[config.mk]
export PLATFORM = sky130hd
export DESIGN_NAME = ihp_ctrl
export DESIGN_NICKNAME = d
export VERILOG_FILES = /design/src/design/ihp_pkg.sv /design/src/design/ihp_ctrl.sv
export SDC_FILE = /design/constraint.sdc
export NUM_CORES = 1
export LEC_CHECK = 0
export BUFFER_PORTS_ARGS = -buffer_cell sky130_fd_sc_hd__buf_2
export CAP_MARGIN = 10
export CORE_AREA = 2 2 39 41
export DETAILED_ROUTE_END_ITERATION = 8
export DIE_AREA = 0 0 41 43
export PLACE_DENSITY = 0.77
export SETUP_SLACK_MARGIN = 0.15
export SYNTH_ARGS = -nofsm -noshare
export SYNTH_HDL_FRONTEND = slang
export SYNTH_SLANG_ARGS = --single-unit
[constraint.sdc]
create_clock -name clk_i -period 2.75 [get_ports clk_i]
set_input_delay 0.55 -clock clk_i [delete_from_list [all_inputs] [get_ports clk_i]]
set_output_delay 0.55 -clock clk_i [all_outputs]
set_load 0.01 [all_outputs]
[src/design/ihp_pkg.sv]
// ----------------------------------------------------------------------------
// ihp_pkg
// Shared types, widths and codes of the indexed min-heap.
// ----------------------------------------------------------------------------
`default_nettype none
package ihp_pkg;

  localparam int unsigned KEY_W        = 32;
  localparam int unsigned HANDLE_W     = 12;
  localparam int unsigned REQ_W        = 2;
  localparam int unsigned STATUS_W     = 2;
  localparam int unsigned HEAP_DEPTH_D = 1024;
  localparam int unsigned HANDLE_SP_D  = 4096;

  localparam logic [REQ_W-1:0] REQ_PUSH     = 2'd0;
  localparam logic [REQ_W-1:0] REQ_EXTRACT  = 2'd1;
  localparam logic [REQ_W-1:0] REQ_DECREASE = 2'd2;
  localparam logic [REQ_W-1:0] REQ_NOP      = 2'd3;

  localparam logic [STATUS_W-1:0] ST_DONE  = 2'd0;
  localparam logic [STATUS_W-1:0] ST_MIN   = 2'd1;
  localparam logic [STATUS_W-1:0] ST_EMPTY = 2'd2;
  localparam logic [STATUS_W-1:0] ST_DROP  = 2'd3;

  typedef enum logic [4:0] {
    DP_IDLE,
    DP_START,
    DP_PUSH,
    DP_DROP,
    DP_EMPTY,
    DP_RD_POS,
    DP_RD_SLOT,
    DP_DEC_LOAD,
    DP_RD_ROOT,
    DP_RD_LAST,
    DP_EX_LOAD,
    DP_RD_PARENT,
    DP_UP_MOVE,
    DP_PLACE,
    DP_RD_LEFT,
    DP_RD_RIGHT,
    DP_DN_MOVE,
    DP_RESULT
  } dp_op_e;

  typedef struct packed {
    dp_op_e op;
  } dp_cmd_t;

  typedef struct packed {
    logic [REQ_W-1:0] req_type;
    logic             push_ok;
    logic             empty;
    logic             tgt_ok;
    logic             dec_live;
    logic             at_root;
    logic             up_less;
    logic             last_is_root;
    logic             has_left;
    logic             down_less;
    logic             out_busy;
  } dp_stat_t;

endpackage
`default_nettype wire

[src/design/ihp_ctrl.sv]
// ----------------------------------------------------------------------------
// ihp_ctrl
// Sequencer: steps the datapath through push, extract and decrease.
// ----------------------------------------------------------------------------
`default_nettype none
module ihp_ctrl
  import ihp_pkg::*;
(
  input  wire logic     clk_i,
  input  wire logic     rst_ni,
  input  wire logic     in_valid_i,
  output logic          in_ready_o,
  input  wire dp_stat_t stat_i,
  output dp_cmd_t       cmd_o
);

  typedef enum logic [3:0] {
    S_IDLE, S_DISPATCH, S_UP_RD, S_UP_CMP, S_DEC_SLOT, S_DEC_CHK,
    S_EX_LAST, S_EX_LOAD, S_DN_L, S_DN_R, S_DN_CMP, S_RESULT
  } state_e;

  state_e state_q, state_d;

  assign in_ready_o = (state_q == S_IDLE);

  always_comb begin
    state_d = state_q;
    cmd_o.op = DP_IDLE;
    unique case (state_q)
      S_IDLE: begin
        if (in_valid_i) begin
          cmd_o.op = DP_START;
          state_d  = S_DISPATCH;
        end
      end
      S_DISPATCH: begin
        case (stat_i.req_type)
          REQ_PUSH: begin
            if (stat_i.push_ok) begin
              cmd_o.op = DP_PUSH;
              state_d  = S_UP_RD;
            end else begin
              cmd_o.op = DP_DROP;
              state_d  = S_RESULT;
            end
          end
          REQ_EXTRACT: begin
            if (stat_i.empty) begin
              cmd_o.op = DP_EMPTY;
              state_d  = S_RESULT;
            end else begin
              cmd_o.op = DP_RD_ROOT;
              state_d  = S_EX_LAST;
            end
          end
          REQ_DECREASE: begin
            if (stat_i.tgt_ok) begin
              cmd_o.op = DP_RD_POS;
              state_d  = S_DEC_SLOT;
            end else begin
              state_d = S_RESULT;
            end
          end
          default: state_d = S_RESULT;
        endcase
      end
      S_UP_RD: begin
        if (stat_i.at_root) begin
          cmd_o.op = DP_PLACE;
          state_d  = S_RESULT;
        end else begin
          cmd_o.op = DP_RD_PARENT;
          state_d  = S_UP_CMP;
        end
      end
      S_UP_CMP: begin
        if (stat_i.up_less) begin
          cmd_o.op = DP_UP_MOVE;
          state_d  = S_UP_RD;
        end else begin
          cmd_o.op = DP_PLACE;
          state_d  = S_RESULT;
        end
      end
      S_DEC_SLOT: begin
        cmd_o.op = DP_RD_SLOT;
        state_d  = S_DEC_CHK;
      end
      S_DEC_CHK: begin
        if (stat_i.dec_live) begin
          cmd_o.op = DP_DEC_LOAD;
          state_d  = S_UP_RD;
        end else begin
          state_d = S_RESULT;
        end
      end
      S_EX_LAST: begin
        cmd_o.op = DP_RD_LAST;
        state_d  = S_EX_LOAD;
      end
      S_EX_LOAD: begin
        cmd_o.op = DP_EX_LOAD;
        state_d  = stat_i.last_is_root ? S_RESULT : S_DN_L;
      end
      S_DN_L: begin
        if (stat_i.has_left) begin
          cmd_o.op = DP_RD_LEFT;
          state_d  = S_DN_R;
        end else begin
          cmd_o.op = DP_PLACE;
          state_d  = S_RESULT;
        end
      end
      S_DN_R: begin
        cmd_o.op = DP_RD_RIGHT;
        state_d  = S_DN_CMP;
      end
      S_DN_CMP: begin
        if (stat_i.down_less) begin
          cmd_o.op = DP_DN_MOVE;
          state_d  = S_DN_L;
        end else begin
          cmd_o.op = DP_PLACE;
          state_d  = S_RESULT;
        end
      end
      S_RESULT: begin
        if (!stat_i.out_busy) begin
          cmd_o.op = DP_RESULT;
          state_d  = S_IDLE;
        end
      end
      default: state_d = S_IDLE;
    endcase
  end

  always_ff @(posedge clk_i or negedge rst_ni) begin
    if (!rst_ni) begin
      state_q <= S_IDLE;
    end else begin
      state_q <= state_d;
    end
  end

endmodule
`default_nettype wire

==> results.cfg <==
[setup_path]
reg2reg_slack_ns = 1.11
crit_type = reg -> out
cp_max_fo = 14
crit-reg2reg-launch = state_q[0]$_DFFE_PN0P_
r2r-end = state_q[0]$_DFFE_PN0P_
critPathMaxStageDelay_ns = 0.56
required_ns = 2.20
worst_path_max_delay_cell = dfrtp_1
cp.arrival_ns = 1.93
worstSetupStartpointType = flip-flop
cp-end-kind = primary output
crit_start = state_q[1]$_DFFE_PN0P_
path_cells = buf_4 -> or3_1 -> o22ai_1 -> or4_1 -> buf_2
r2r.worst_path.cells = 4

[power_and_ir_drop]
peakVddDrop_v = 0.0004075
power_density_nw_per_um2 = 981.1
combPwrFrac = 0.701
internal_power_uw = 389.6
power.switching_uw = 371.4
cellLeakagePower_uw = 0.0003197
pwr-share-clk = 0.090
p_seq_frac = 0.209
swShare = 0.4881

[floorplan]
die_y_um = 43
die_w_um = 41
dieArea_um2 = 1763
ios = 21
row_count = 14
start_util = 0.4711
core_um2 = 1384

[route]
drc = 0
ant_nets = 0
drtPass1Iterations = 4
vias = 764
routed_wl_um = 1699
drtIter0Drc = 20
wire_per_inst_um = 13.81
vias_per_cell = 6.211

[timing]
slew_headroom = 0.6365
min_period_ns = 2.479
setup_viol = 0
worst_pin_slew_ns = 0.5453
skew_ns = 0.004593
period_share = 0.9015
fin_tns_setup_ns = 0
finalWorstSetupSlack_ns = 0.2708
fmax_mhz = 403.4
slew_viol_final = 0
rsz0062_at_grt = false
hold_viol_final = 0

[clocking]
clkTransAtPathRegs_ns = 0.04
clk_path_buf_depth = 2
h-tree-depth = 1
cts_sinks = 4
cts-root-buf = clkbuf_4
hold_buffers = 0
tritoncts = yes
post_cts_buffers = 0
cts_made_buffers = 3
ctsResizeCount = 0
clock_latency_ns = 0.23

[synthesis]
synthTopCellsByCount = nor2_1, buf_2, a21oi_1, nor2b_1, o21ai_1
synthDistinctLibCells = 44
synth-async-reset-ratio = 1.000
yosys.area.top_type = dfrtp_1
synth_area_um2 = 651.9
ys_seq_area_frac = 0.1536
synth_most_common_cell = nor2_1
synth.avg_cell_area_um2 = 7.408
ys_warn_count = 0
yosys_register_bits = 4
synthTopCellsByArea = dfrtp_1, nor2b_1, buf_2, nor2_1, a21oi_1
syn-num-nets = 103
synth_flop_cell = dfrtp_1
syn_inst = 88
synth_top_area_frac = 0.1536
synth-edff-count = 0

[placement]
dp_hpwl_um = 1368
placed_area_um2 = 753.2
numPortBuffers = 20
place_ws_ns = 0.5056
gp_congestion = 0.9475

[final_layout]
final_cell_area_um2 = 775.7
largest_reg_flops = 4
top_register = state_q
syn_to_final_growth_pct = 19.00
reg_top3 = state_q x4
final_nets = 124
antennaDiodeCount = 0
layout-drive-gt1-share = 0.3178

[global_route]
grt_pass1_wl_um = 2677
antenna_found_initial = 0
grt_pass1_vias = 657
grt_max_degree = 16
grt_usage = 0.2083
overflow = 0

[flow_run]
cap_violations = 0

[run_status]
run_status = finished clean

[hold_path]
hp-class = in -> async
[worst max-delay path, delay by kind of cell, from the launching register on]
family	cells	cell delay (ns)
and+or+nand+nor	2	0.65
DFF	1	0.56
buffers and inverters	2	0.41
AOI/OAI and AO/OA	1	0.08
[per-stage QoR]
step                hold WS, ns  utilization  instances  power (uW)
floorplan                0.2544            -         88       557.6
global placement         0.3529       0.5443        120       678.3
detailed placement       0.3546       0.5443        120       690.2
CTS                      0.1180       0.5606        123       760.9
global route             0.1162       0.5606        123       836.5
finish                   0.1172       0.5606        123       761.0
[worst max path at each step]
stage          slack (ns)       end  cells after the start
2_1_floorplan        0.76  cmd_o[0]                      4
3_3_place_gp         0.53  cmd_o[0]                      6
3_5_place_dp         0.51  cmd_o[0]                      6
4_1_cts              0.28  cmd_o[0]                      5
5_1_grt              0.16  cmd_o[1]                      5
6_report             0.27  cmd_o[0]                      5
[cells by family (layout without fill, tap and decap cells)]
kind of cell / after synthesis / count (layout) / share of synthesized area
and+or+nand+nor: 41 / 41 / 0.4012
DFF: 4 / 4 / 0.1536
muxes: 1 / 1 / 0.01727
AOI/OAI and AO/OA: 33 / 33 / 0.3474
buffers and inverters: 9 / 28 / 0.08061
[layer usage]
layer  up-vias  track usage  share of wire
met3         0      0.02094          0.049
met5         -            0              0
met2        29       0.3531           0.51
li1        379            -              -
met4         0      0.01333              0
met1       356       0.2862           0.44
[power groups by stage]
stage / Combinational [uW] / Sequential, uW / Clock (uW)
final: 533 / 159 / 68.7
after global routing: 595 / 167 / 74.5
after CTS: 534 / 157 / 69.3
after detailed placement: 533 / 158 / 0
after global placement: 522 / 156 / 0
after floorplan: 452 / 106 / 0
[cell usage in the layout (no fill, tap or decap), drive strengths merged, types with 4 or more instances in the layout]
master / count
buf: 24
nor2: 7
o21ai: 7
nor2b: 7
a21oi: 6
nand2b: 4
nand3: 4
dfrtp: 4
[cell type report]
cell class                      instances  area [um2]
Timing Repair Buffer                   24       130.1
Inverter                                1       3.754
Fill cell                             153       608.1
Multi-Input combinational cell         75       499.2
Clock buffer                            3       22.52
Sequential cell                         4       100.1
Tap cell                               16       20.02
Power figures use the tool's default switching activity.
